### config.mk
export PLATFORM = sky130hd
export DESIGN_NAME = gpx_track_point_extractor
export DESIGN_NICKNAME = d
export VERILOG_FILES = /design/src/design/gpx_pkg.sv /design/src/design/gpx_track_point_extractor.sv /design/src/design/gpx_front.sv /design/src/design/gpx_cmd_fifo.sv /design/src/design/gpx_back.sv
export SDC_FILE = /design/constraint.sdc
export NUM_CORES = 1
export LEC_CHECK = 0
export BUFFER_PORTS_ARGS = -buffer_cell sky130_fd_sc_hd__buf_2
export CORE_MARGIN = 2
export CORE_UTILIZATION = 35
export DETAILED_ROUTE_END_ITERATION = 6
export PLACE_DENSITY_LB_ADDON = 0.25
export SYNTH_ARGS = -nofsm -noshare
export SYNTH_HDL_FRONTEND = slang
export SYNTH_SLANG_ARGS = --single-unit
export TNS_END_PERCENT = 1
### constraint.sdc
create_clock -name clk -period 3.4 [get_ports clk]
set_input_delay 0.17 -clock clk [delete_from_list [all_inputs] [get_ports clk]]
set_output_delay 0.17 -clock clk [all_outputs]
set_load 0.01 [all_outputs]
### src/design/gpx_pkg.sv
// ----------------------------------------------------------------------------
// gpx_pkg
// Shared types, codes and helper functions for the GPX track point extractor.
// ----------------------------------------------------------------------------
package gpx_pkg;

    // Tag name letters kept for matching (5 to 8)
    localparam int NAME_BYTES = 5;
    localparam int NAME_IDX_W = (NAME_BYTES > 1) ? $clog2(NAME_BYTES) : 1;
    localparam int ATTR_BYTES = 3;

    // Command queue between parser and beat generator
    localparam int FIFO_DEPTH = 4;
    localparam int FIFO_PTR_W = $clog2(FIFO_DEPTH);
    localparam int FIFO_CNT_W = FIFO_PTR_W + 1;

    // Configuration port
    localparam int               ADDR_W          = 3;
    localparam logic [ADDR_W-1:0] ADDR_VALUE_LIMIT = 3'd0;
    localparam logic [7:0]       VALUE_LIMIT_RST = 8'd99;

    // Result kinds
    localparam logic [1:0] KIND_DATA       = 2'd0;
    localparam logic [1:0] KIND_END_FIELD  = 2'd1;
    localparam logic [1:0] KIND_END_RECORD = 2'd2;

    // Field codes
    localparam logic [1:0] FIELD_LAT  = 2'd0;
    localparam logic [1:0] FIELD_LON  = 2'd1;
    localparam logic [1:0] FIELD_ELE  = 2'd2;
    localparam logic [1:0] FIELD_TIME = 2'd3;

    localparam logic [2:0] ESC_LAST_STEP = 3'd6;

    typedef enum logic [3:0] {
        ST_TOP         = 4'd0,
        ST_TAGNAME     = 4'd1,
        ST_DECL        = 4'd2,
        ST_WS_TAG      = 4'd3,
        ST_ATTR_NAME   = 4'd4,
        ST_WS_ATTRNAME = 4'd5,
        ST_EQ          = 4'd6,
        ST_VAL_SQ      = 4'd7,
        ST_VAL_DQ      = 4'd8,
        ST_WS_EQ       = 4'd9,
        ST_CLOSING     = 4'd10
    } parse_state_t;

    typedef enum logic [1:0] {
        CMD_DATA       = 2'd0,
        CMD_END_FIELD  = 2'd1,
        CMD_END_RECORD = 2'd2
    } cmd_kind_t;

    typedef struct packed {
        cmd_kind_t  kind;
        logic [7:0] data;
        logic [1:0] field;
    } cmd_t;

    function automatic logic is_letter(input logic [7:0] c);
        return ((c >= "a") && (c <= "z")) || ((c >= "A") && (c <= "Z"));
    endfunction

    function automatic logic is_space(input logic [7:0] c);
        return (c == " ") || ((c >= 8'd9) && (c <= 8'd13));
    endfunction

    // "&comma;"
    function automatic logic [7:0] escape_byte(input logic [2:0] idx);
        logic [7:0] b;
        unique case (idx)
            3'd0:    b = "&";
            3'd1:    b = "c";
            3'd2:    b = "o";
            3'd3:    b = "m";
            3'd4:    b = "m";
            3'd5:    b = "a";
            3'd6:    b = ";";
            default: b = 8'd0;
        endcase
        return b;
    endfunction

endpackage

### src/design/gpx_track_point_extractor.sv
// ----------------------------------------------------------------------------
// gpx_track_point_extractor
// Pulls lat/lon/ele/time fields of GPX track points out of a byte stream.
// ----------------------------------------------------------------------------
// Usage:
//   in_valid/in_ready carry one text byte per beat; out_valid/out_ready carry
//   one result beat (out_byte, field_id, out_kind, last). last marks the final
//   beat caused by an input byte; bytes that cause nothing give no beat.
//   The parser takes one byte per cycle and pushes at most one command into a
//   four-entry queue; the beat generator drains it at one beat per cycle
//   while the receiver takes beats. Commands pass through the queue, then the
//   output register. Throughput: one byte per cycle while the queue has room;
//   a comma in a field expands to seven beats ("&comma;") and an end of
//   record to two, so in_ready drops only once four commands are queued.
//   When the receiver stalls, the output beat holds and the queue fills,
//   after which in_ready goes low. Reset clears parser state, queue and
//   output valid; value_limit returns to 99. value_limit sits at APB address
//   0; the user must write it only while idle; the block does not enforce it.
// ----------------------------------------------------------------------------
module gpx_track_point_extractor (
    input  logic                      clk,
    input  logic                      rst_n,
    input  logic                      in_valid,
    output logic                      in_ready,
    input  logic [7:0]                in_byte,
    output logic                      out_valid,
    input  logic                      out_ready,
    output logic [7:0]                out_byte,
    output logic [1:0]                field_id,
    output logic [1:0]                out_kind,
    output logic                      last,
    input  logic                      psel,
    input  logic                      penable,
    input  logic                      pwrite,
    input  logic [gpx_pkg::ADDR_W-1:0] paddr,
    input  logic [31:0]               pwdata,
    output logic [31:0]               prdata,
    output logic                      pready
);
    import gpx_pkg::*;

    logic [7:0] value_limit_reg;
    logic       cfg_write;
    logic       q_full, q_empty, cmd_push, cmd_pop;
    cmd_t       cmd, head;

    assign pready    = 1'b1;
    assign cfg_write = psel && penable && pwrite && pready;
    assign prdata    = (paddr == ADDR_VALUE_LIMIT) ? {24'd0, value_limit_reg} : 32'd0;

    always_ff @(posedge clk or negedge rst_n)
    begin
        if (!rst_n)
        begin
            value_limit_reg <= VALUE_LIMIT_RST;
        end
        else if (cfg_write && (paddr == ADDR_VALUE_LIMIT))
        begin
            value_limit_reg <= pwdata[7:0];
        end
    end

    gpx_front u_front (
        .clk         (clk),
        .rst_n       (rst_n),
        .in_valid    (in_valid),
        .in_ready    (in_ready),
        .in_byte     (in_byte),
        .value_limit (value_limit_reg),
        .q_full      (q_full),
        .cmd_push    (cmd_push),
        .cmd         (cmd)
    );

    gpx_cmd_fifo u_fifo (
        .clk       (clk),
        .rst_n     (rst_n),
        .push      (cmd_push),
        .push_data (cmd),
        .pop       (cmd_pop),
        .head      (head),
        .empty     (q_empty),
        .full      (q_full)
    );

    gpx_back u_back (
        .clk       (clk),
        .rst_n     (rst_n),
        .head      (head),
        .empty     (q_empty),
        .pop       (cmd_pop),
        .out_valid (out_valid),
        .out_ready (out_ready),
        .out_byte  (out_byte),
        .field_id  (field_id),
        .out_kind  (out_kind),
        .last      (last)
    );

endmodule

### src/design/gpx_front.sv
// ----------------------------------------------------------------------------
// gpx_front
// XML parser: one byte per cycle while the queue has room, tracks tags and
// attributes, pushes at most one command per byte into the command queue.
// ----------------------------------------------------------------------------
module gpx_front (
    input  logic          clk,
    input  logic          rst_n,
    input  logic          in_valid,
    output logic          in_ready,
    input  logic [7:0]    in_byte,
    input  logic [7:0]    value_limit,
    input  logic          q_full,
    output logic          cmd_push,
    output gpx_pkg::cmd_t cmd
);
    import gpx_pkg::*;

    parse_state_t state_reg, state_next;
    logic [7:0]   tag_prefix_reg  [NAME_BYTES];
    logic [7:0]   tag_prefix_next [NAME_BYTES];
    logic [6:0]   tag_length_reg, tag_length_next;
    logic [7:0]   attr_prefix_reg  [ATTR_BYTES];
    logic [7:0]   attr_prefix_next [ATTR_BYTES];
    logic [6:0]   attr_length_reg, attr_length_next;
    logic [7:0]   value_count_reg, value_count_next;
    logic         trkpt_reg, trkpt_next;
    logic         ele_reg, ele_next;
    logic         time_reg, time_next;

    logic       accept;
    logic [7:0] c;
    logic [7:0] lc [NAME_BYTES];
    logic       tag_trkpt, tag_ele_pre, tag_ele_exact, tag_time_pre, tag_time_exact;
    logic       attr_lat, attr_lon, quote_hit;

    assign in_ready = !q_full;
    assign accept   = in_valid && in_ready;
    assign c        = in_byte;

    always_comb
    begin
        for (int i = 0; i < NAME_BYTES; i++)
        begin
            lc[i] = tag_prefix_reg[i] | 8'h20;
        end
    end

    assign tag_trkpt     = (tag_length_reg >= 7'd5) &&
                           ({lc[0], lc[1], lc[2], lc[3], lc[4]} == "trkpt");
    assign tag_ele_pre   = (tag_length_reg >= 7'd3) && ({lc[0], lc[1], lc[2]} == "ele");
    assign tag_ele_exact = tag_ele_pre && (tag_length_reg == 7'd3);
    assign tag_time_pre  = (tag_length_reg >= 7'd4) &&
                           ({lc[0], lc[1], lc[2], lc[3]} == "time");
    assign tag_time_exact = tag_time_pre && (tag_length_reg == 7'd4);

    assign attr_lat = (attr_length_reg >= 7'd3) &&
        ({attr_prefix_reg[0], attr_prefix_reg[1], attr_prefix_reg[2]} == "lat");
    assign attr_lon = (attr_length_reg >= 7'd3) &&
        ({attr_prefix_reg[0], attr_prefix_reg[1], attr_prefix_reg[2]} == "lon");
    assign quote_hit = (state_reg == ST_VAL_SQ) ? (c == "'") : (c == "\"");

    always_comb
    begin
        state_next       = state_reg;
        tag_prefix_next  = tag_prefix_reg;
        tag_length_next  = tag_length_reg;
        attr_prefix_next = attr_prefix_reg;
        attr_length_next = attr_length_reg;
        value_count_next = value_count_reg;
        trkpt_next       = trkpt_reg;
        ele_next         = ele_reg;
        time_next        = time_reg;
        cmd_push         = 1'b0;
        cmd.kind         = CMD_DATA;
        cmd.data         = c;
        cmd.field        = FIELD_LAT;

        if (accept)
        begin
            unique case (state_reg)
                ST_TOP:
                begin
                    if (c == "<")
                    begin
                        if (trkpt_reg && ele_reg)
                        begin
                            cmd_push  = 1'b1;
                            cmd.kind  = CMD_END_FIELD;
                            cmd.field = FIELD_ELE;
                            ele_next  = 1'b0;
                        end
                        else if (trkpt_reg && time_reg)
                        begin
                            cmd_push  = 1'b1;
                            cmd.kind  = CMD_END_RECORD;
                            cmd.field = FIELD_TIME;
                            time_next = 1'b0;
                        end
                        for (int i = 0; i < NAME_BYTES; i++)
                        begin
                            tag_prefix_next[i] = 8'd0;
                        end
                        tag_length_next = 7'd0;
                        state_next      = ST_TAGNAME;
                    end
                    else if (trkpt_reg && ele_reg)
                    begin
                        cmd_push  = 1'b1;
                        cmd.field = FIELD_ELE;
                    end
                    else if (trkpt_reg && time_reg)
                    begin
                        cmd_push  = 1'b1;
                        cmd.field = FIELD_TIME;
                    end
                end
                ST_TAGNAME:
                begin
                    if (is_letter(c))
                    begin
                        if (tag_length_reg < 7'(NAME_BYTES))
                        begin
                            tag_prefix_next[tag_length_reg[NAME_IDX_W-1:0]] = c;
                        end
                        if (tag_length_reg != 7'd127)
                        begin
                            tag_length_next = tag_length_reg + 7'd1;
                        end
                    end
                    else if (is_space(c))
                    begin
                        if (tag_trkpt)
                        begin
                            trkpt_next = 1'b1;
                        end
                        if (tag_ele_exact)
                        begin
                            ele_next = 1'b1;
                        end
                        else if (tag_time_exact)
                        begin
                            time_next = 1'b1;
                        end
                        state_next = ST_WS_TAG;
                    end
                    else if (c == ">")
                    begin
                        // on '>' a prefix match is enough
                        if (tag_ele_pre)
                        begin
                            ele_next = 1'b1;
                        end
                        else if (tag_time_pre && trkpt_reg)
                        begin
                            time_next = 1'b1;
                        end
                        state_next = ST_TOP;
                    end
                    else if ((c == "!") || (c == "?"))
                    begin
                        state_next = ST_DECL;
                    end
                    else if (c == "/")
                    begin
                        state_next = ST_CLOSING;
                    end
                end
                ST_DECL, ST_CLOSING:
                begin
                    if (c == ">")
                    begin
                        state_next = ST_TOP;
                    end
                end
                ST_WS_TAG:
                begin
                    if (tag_trkpt && is_letter(c))
                    begin
                        attr_prefix_next[0] = c;
                        attr_prefix_next[1] = 8'd0;
                        attr_prefix_next[2] = 8'd0;
                        attr_length_next    = 7'd1;
                        state_next          = ST_ATTR_NAME;
                    end
                    else if (c == ">")
                    begin
                        state_next = ST_TOP;
                    end
                end
                ST_ATTR_NAME:
                begin
                    if (is_letter(c))
                    begin
                        if (attr_length_reg < 7'(ATTR_BYTES))
                        begin
                            attr_prefix_next[attr_length_reg[1:0]] = c;
                        end
                        if (attr_length_reg != 7'd127)
                        begin
                            attr_length_next = attr_length_reg + 7'd1;
                        end
                    end
                    else if (is_space(c))
                    begin
                        state_next = ST_WS_ATTRNAME;
                    end
                    else if (c == "=")
                    begin
                        state_next = ST_EQ;
                    end
                    else if (c == ">")
                    begin
                        state_next = ST_TOP;
                    end
                end
                ST_WS_ATTRNAME:
                begin
                    if (c == "=")
                    begin
                        state_next = ST_EQ;
                    end
                end
                ST_EQ, ST_WS_EQ:
                begin
                    if (c == "'")
                    begin
                        value_count_next = 8'd0;
                        state_next       = ST_VAL_SQ;
                    end
                    else if (c == "\"")
                    begin
                        value_count_next = 8'd0;
                        state_next       = ST_VAL_DQ;
                    end
                    else if (is_space(c) && (state_reg == ST_EQ))
                    begin
                        state_next = ST_WS_EQ;
                    end
                end
                ST_VAL_SQ, ST_VAL_DQ:
                begin
                    cmd.field = attr_lat ? FIELD_LAT : FIELD_LON;
                    if (quote_hit)
                    begin
                        cmd_push = attr_lat || attr_lon;
                        cmd.kind = CMD_END_FIELD;
                        for (int i = 0; i < ATTR_BYTES; i++)
                        begin
                            attr_prefix_next[i] = 8'd0;
                        end
                        attr_length_next = 7'd0;
                        value_count_next = 8'd0;
                        state_next       = ST_WS_TAG;
                    end
                    else if (value_count_reg < value_limit)
                    begin
                        value_count_next = value_count_reg + 8'd1;
                        cmd_push         = attr_lat || attr_lon;
                    end
                end
                default:
                begin
                    state_next = ST_TOP;
                end
            endcase
        end
    end

    always_ff @(posedge clk or negedge rst_n)
    begin
        if (!rst_n)
        begin
            state_reg <= ST_TOP;
            for (int i = 0; i < NAME_BYTES; i++)
            begin
                tag_prefix_reg[i] <= 8'd0;
            end
            for (int i = 0; i < ATTR_BYTES; i++)
            begin
                attr_prefix_reg[i] <= 8'd0;
            end
            tag_length_reg  <= 7'd0;
            attr_length_reg <= 7'd0;
            value_count_reg <= 8'd0;
            trkpt_reg       <= 1'b0;
            ele_reg         <= 1'b0;
            time_reg        <= 1'b0;
        end
        else
        begin
            state_reg       <= state_next;
            tag_prefix_reg  <= tag_prefix_next;
            attr_prefix_reg <= attr_prefix_next;
            tag_length_reg  <= tag_length_next;
            attr_length_reg <= attr_length_next;
            value_count_reg <= value_count_next;
            trkpt_reg       <= trkpt_next;
            ele_reg         <= ele_next;
            time_reg        <= time_next;
        end
    end

endmodule

### src/design/gpx_cmd_fifo.sv
// ----------------------------------------------------------------------------
// gpx_cmd_fifo
// Small command queue between parser and beat generator, head shown ahead.
// ----------------------------------------------------------------------------
module gpx_cmd_fifo (
    input  logic          clk,
    input  logic          rst_n,
    input  logic          push,
    input  gpx_pkg::cmd_t push_data,
    input  logic          pop,
    output gpx_pkg::cmd_t head,
    output logic          empty,
    output logic          full
);
    import gpx_pkg::*;

    cmd_t                  mem_reg [FIFO_DEPTH];
    logic [FIFO_PTR_W-1:0] wr_ptr_reg, rd_ptr_reg;
    logic [FIFO_CNT_W-1:0] count_reg;
    logic                  do_push, do_pop;

    assign empty   = (count_reg == '0);
    assign full    = (count_reg == FIFO_CNT_W'(FIFO_DEPTH));
    assign do_push = push && !full;
    assign do_pop  = pop && !empty;
    assign head    = mem_reg[rd_ptr_reg];

    always_ff @(posedge clk)
    begin
        if (do_push)
        begin
            mem_reg[wr_ptr_reg] <= push_data;
        end
    end

    always_ff @(posedge clk or negedge rst_n)
    begin
        if (!rst_n)
        begin
            wr_ptr_reg <= '0;
            rd_ptr_reg <= '0;
            count_reg  <= '0;
        end
        else
        begin
            if (do_push)
            begin
                wr_ptr_reg <= wr_ptr_reg + 1'b1;
            end
            if (do_pop)
            begin
                rd_ptr_reg <= rd_ptr_reg + 1'b1;
            end
            if (do_push && !do_pop)
            begin
                count_reg <= count_reg + 1'b1;
            end
            else if (do_pop && !do_push)
            begin
                count_reg <= count_reg - 1'b1;
            end
        end
    end

endmodule

### src/design/gpx_back.sv
// ----------------------------------------------------------------------------
// gpx_back
// Beat generator: expands each queued command into output beats (comma
// escape, end of record) and holds them in the output register.
// ----------------------------------------------------------------------------
module gpx_back (
    input  logic          clk,
    input  logic          rst_n,
    input  gpx_pkg::cmd_t head,
    input  logic          empty,
    output logic          pop,
    output logic          out_valid,
    input  logic          out_ready,
    output logic [7:0]    out_byte,
    output logic [1:0]    field_id,
    output logic [1:0]    out_kind,
    output logic          last
);
    import gpx_pkg::*;

    logic [2:0] step_reg, step_next;
    logic       valid_reg;
    logic [7:0] byte_reg;
    logic [1:0] field_reg, kind_reg;
    logic       last_reg;

    logic       load, is_comma, beat_last;
    logic [2:0] last_step;
    logic [7:0] beat_byte;
    logic [1:0] beat_field, beat_kind;

    assign load     = !empty && (!valid_reg || out_ready);
    assign is_comma = (head.kind == CMD_DATA) && (head.data == ",");

    always_comb
    begin
        last_step  = 3'd0;
        beat_byte  = 8'd0;
        beat_field = head.field;
        beat_kind  = KIND_DATA;
        unique case (head.kind)
            CMD_DATA:
            begin
                last_step = is_comma ? ESC_LAST_STEP : 3'd0;
                beat_byte = is_comma ? escape_byte(step_reg) : head.data;
            end
            CMD_END_FIELD:
            begin
                beat_kind = KIND_END_FIELD;
            end
            CMD_END_RECORD:
            begin
                // end of time field, then end of record
                last_step = 3'd1;
                if (step_reg == 3'd0)
                begin
                    beat_kind = KIND_END_FIELD;
                end
                else
                begin
                    beat_kind  = KIND_END_RECORD;
                    beat_field = FIELD_LAT;
                end
            end
            default:
            begin
                beat_kind = KIND_DATA;
            end
        endcase
    end

    assign beat_last = (step_reg == last_step);
    assign pop       = load && beat_last;
    assign step_next = beat_last ? 3'd0 : step_reg + 3'd1;

    always_ff @(posedge clk or negedge rst_n)
    begin
        if (!rst_n)
        begin
            valid_reg <= 1'b0;
            step_reg  <= 3'd0;
        end
        else
        begin
            if (load)
            begin
                valid_reg <= 1'b1;
                step_reg  <= step_next;
            end
            else if (out_ready)
            begin
                valid_reg <= 1'b0;
            end
        end
    end

    always_ff @(posedge clk)
    begin
        if (load)
        begin
            byte_reg  <= beat_byte;
            field_reg <= beat_field;
            kind_reg  <= beat_kind;
            last_reg  <= beat_last;
        end
    end

    assign out_valid = valid_reg;
    assign out_byte  = byte_reg;
    assign field_id  = field_reg;
    assign out_kind  = kind_reg;
    assign last      = last_reg;

endmodule

==> summary.md <==
| Metric | Value |
|---|---|
| Post-Place Setup Slack | 0.107 ns |
| HPWL after detailed placement | 13.8 mm |
| Crit-path most repeated cell | xor2_1 |
| CTS Sinks | 168 |
| Top FF cell, synth | dfrtp_1 |
| Critical path class | reg2reg |
| Layout Nets | 952 |
| Std cell rows | 57 |
| Reg2reg setup slack | 0.21 ns |
| Via count | 6242 |
| First-pass GRT wire length | 32.4 mm |
| Antenna cell count | 0 |
| Clk_skew | 0.0124 ns |
| Die Width | 162 µm |
| Number of I/O port buffers | 48 |
| Pins Over Slew Limit | 0 |
| Fillers | 2319 |
| Worst slew pin tran | approximately 0.74 ns |
| Mapped Cells | ~800 |
| Initial antenna violation count | 0 |
| Slew HR | 0.508 |
| Worst setup startpoint | u_fifo.rd_ptr_reg[0]$_DFFE_PN0P_ |
| Clk pin slew, worst setup/hold paths | approximately 0.08 ns |
| RSZ-0062 raised after global routing | no |
| Status | completed |
| Register area share after synthesis | 0.516 |
| Max Cap Violations | 0 |
| Setup TNS | 0 ns |
| Die height | 162 µm |
| Count of final hold-check violations | 0 |
| Mapped Avg Cell Area | 10.9 µm² |
| Arrival time at the worst endpoint | 3.55 ns |
| Initial Util | 0.358 |
| Final min period | 3.19 ns |
| Leading cell type in the layout, fill and taps excluded | dfrtp_1 |
| Tcrit/Tclk final | 0.938 |
| Crit path max fanout | 6 |
| Cell Pwr Density | roughly 570 nW/µm² |
| Synth warn | 0 |
| Hold Startpoint | in_byte[7] |
| DR WL/cell | between 15 and 20 µm |
| Initial DRC Count | roughly 430 |
| Core region area | about 24000 µm² |
| Vias/cell | 5.15 |
| Endpoints failing setup | 0 |
| Share of cells above drive strength 1 | 0.183 |
| Worst-skew pair later-pin latency | 0.43 ns |
| Grt ovf | 0 |
| CP peak stage delay | 0.53 ns |
| Final ANT Viol Nets | 0 |
| Largest net degree at the start of global routing | 55 |
| Distinct cells, synth | about 90 |
| Commonest non-fill, non-tap cells in the layout | 102 x dfrtp_1, 81 x nand2_1, 61 x edfxtp_1, 55 x o21ai_0, 49 x nor2_1 |
| Asr flop ratio synth | 0.637 |
| Slowest CP cell | mux4_2 |
| Total CTS buffers | 17 |
| Worst Setup Start Kind | register |
| Synth Cell Area | 8750 µm² |
| Hold Path Class | in2reg |
| Max reg flops | 48 |
| Post-synth EDFFs | 61 |
| GRT Total Usage | 0.155 |
| CP Cell Sequence | buf_4, mux4_2, nor4bb_1, and4b_1, and2_1, mux2i_2, nand2_1, ha_1, inv_1, fa_1, xor2_1, nor2_1, xor2_1 |
| CTS tree | built |
| Gp weighted congestion | ~0.82 |
| DIE AREA | ~26000 µm² |
| Number of synthesized register bits | 168 |
| Worst vdd ir | 0.000346 V |
| Number of global-route vias before repair | about 6.2k |
| Ports | 98 |
| P&R area growth vs syn | 15.4% |
| Root Driver | clkbuf_16 |
| Worst setup margin | 0.212 ns |
| Htree depth | 4 |
| Worst r2r src | u_fifo.rd_ptr_reg[0]$_DFFE_PN0P_ |
| Post-CTS setup buffer count | 0 |
| Critical path endpoint category | register |
| Clock Path Buffers | 2 |
| Initial DRT Pass Iterations | 5 |
| WP data required | 3.76 ns |
| Lkg Pwr | 4.12 nW |
| Drt drc | 0 |
| Routed wire length | 19.4 mm |
| Fmax | ~310 MHz |
[metrics by stage]
stage / power (mW) / instances / utilization / hold slack, ns / cell area (µm²)
after global routing: 6.02 / 1211 / 0.413 / 0.0771 / 10100
after CTS: 5.76 / 1211 / 0.413 / 0.0767 / 10100
after floorplan: 3.42 / 822 / - / -0.126 / 8830
after detailed placement: 3.79 / 1169 / 0.384 / 0.283 / 9380
after global placement: 3.79 / 1169 / 0.384 / 0.278 / 9380
final: 5.71 / 1211 / 0.413 / 0.0841 / 10100
[critical path: cells and delay by family, from the launching register on]
family	cells	cell delay (ns)
AND/OR/NAND/NOR	5	0.78
adder cells (fa/ha/maj)	2	0.63
buffers and inverters	2	0.27
flip-flops	1	0.43
XOR/XNOR	2	0.31
multiplexers	2	0.69
[path summary, 6_finish.rpt]
check                      cells past startpoint                                      end
max reg2reg                                   13          u_fifo.count_reg[2]$_DFFE_PN0P_
min reg2reg                                    1               u_front.lc[31]$_DFFE_PN0P_
max in group asynchronous                      3  u_front.attr_prefix_reg[19]$_DFFE_PN0P_
min                                            1           u_fifo.mem_reg[2][9]$_DFFE_PP_
max                                           13          u_fifo.count_reg[2]$_DFFE_PN0P_
min in group asynchronous                      2               u_front.lc[14]$_DFFE_PN0P_
[cell families after synthesis]
family,share of synthesized area
other cells,0.000859
xor+xnor,0.0160
fa+ha+maj,0.0409
buf+inv,0.0521
flops,0.516
mux,0.0491
compound gates,0.144
simple gates,0.181
[timing repair]
action | 4_1_cts | 5_1_grt
hold buffers | 10 | 0
endpoints found under the hold margin | 58 | 0
setup endpoints to repair | 0 | 1
resized for setup | 0 | 1
[area by class of cell]
type / count / area, µm² / share of cell area
Multi-Input combinational cell: 568 / 3860 / 0.383
Timing Repair Buffer: 89 / 588 / 0.0583
Clock inverter: 15 / 184 / 0.0182
Tap cell: 324 / 405 / 0.0402
Inverter: 30 / 113 / 0.0112
Sequential cell: 168 / 4520 / 0.447
Clock buffer: 17 / 425 / 0.0421
[cells in the mapped netlist (13+ instances only)]
library cell    n  share of area
dfrtp_1       103           0.29
nand2_1        81          0.035
edfxtp_1       61           0.21
o21ai_0        55          0.031
nor2_1         49          0.021
a21oi_1        36          0.021
inv_1          30          0.013
ha_1           27          0.039
buf_4          26          0.022
and2_1         22          0.016
nand3_1        22          0.013
clkbuf_1       17         0.0073
nor3_1         17         0.0097
nor2b_1        15          0.011
a22o_1         13          0.013
[layer usage]
layer  vias up  part of all wire  routed length, µm  global-route usage
met1      3060              0.47               9140               0.206
met2       124              0.48               9380               0.260
met5         -                 0                  0                   0
li1       3040                 -                  -                   -
met3        18             0.034                654              0.0278
met4         0             0.013                258              0.0422
[power breakdown]
| group | internal, mW | switching [mW] |
|---|---|---|
| sequential | 2.26 | 0.175 |
| clock | 0.995 | 0.957 |
| combinational | 0.517 | 0.811 |
| total | 3.77 | 1.94 |
No activity file was read; power rests on OpenSTA's default activity.
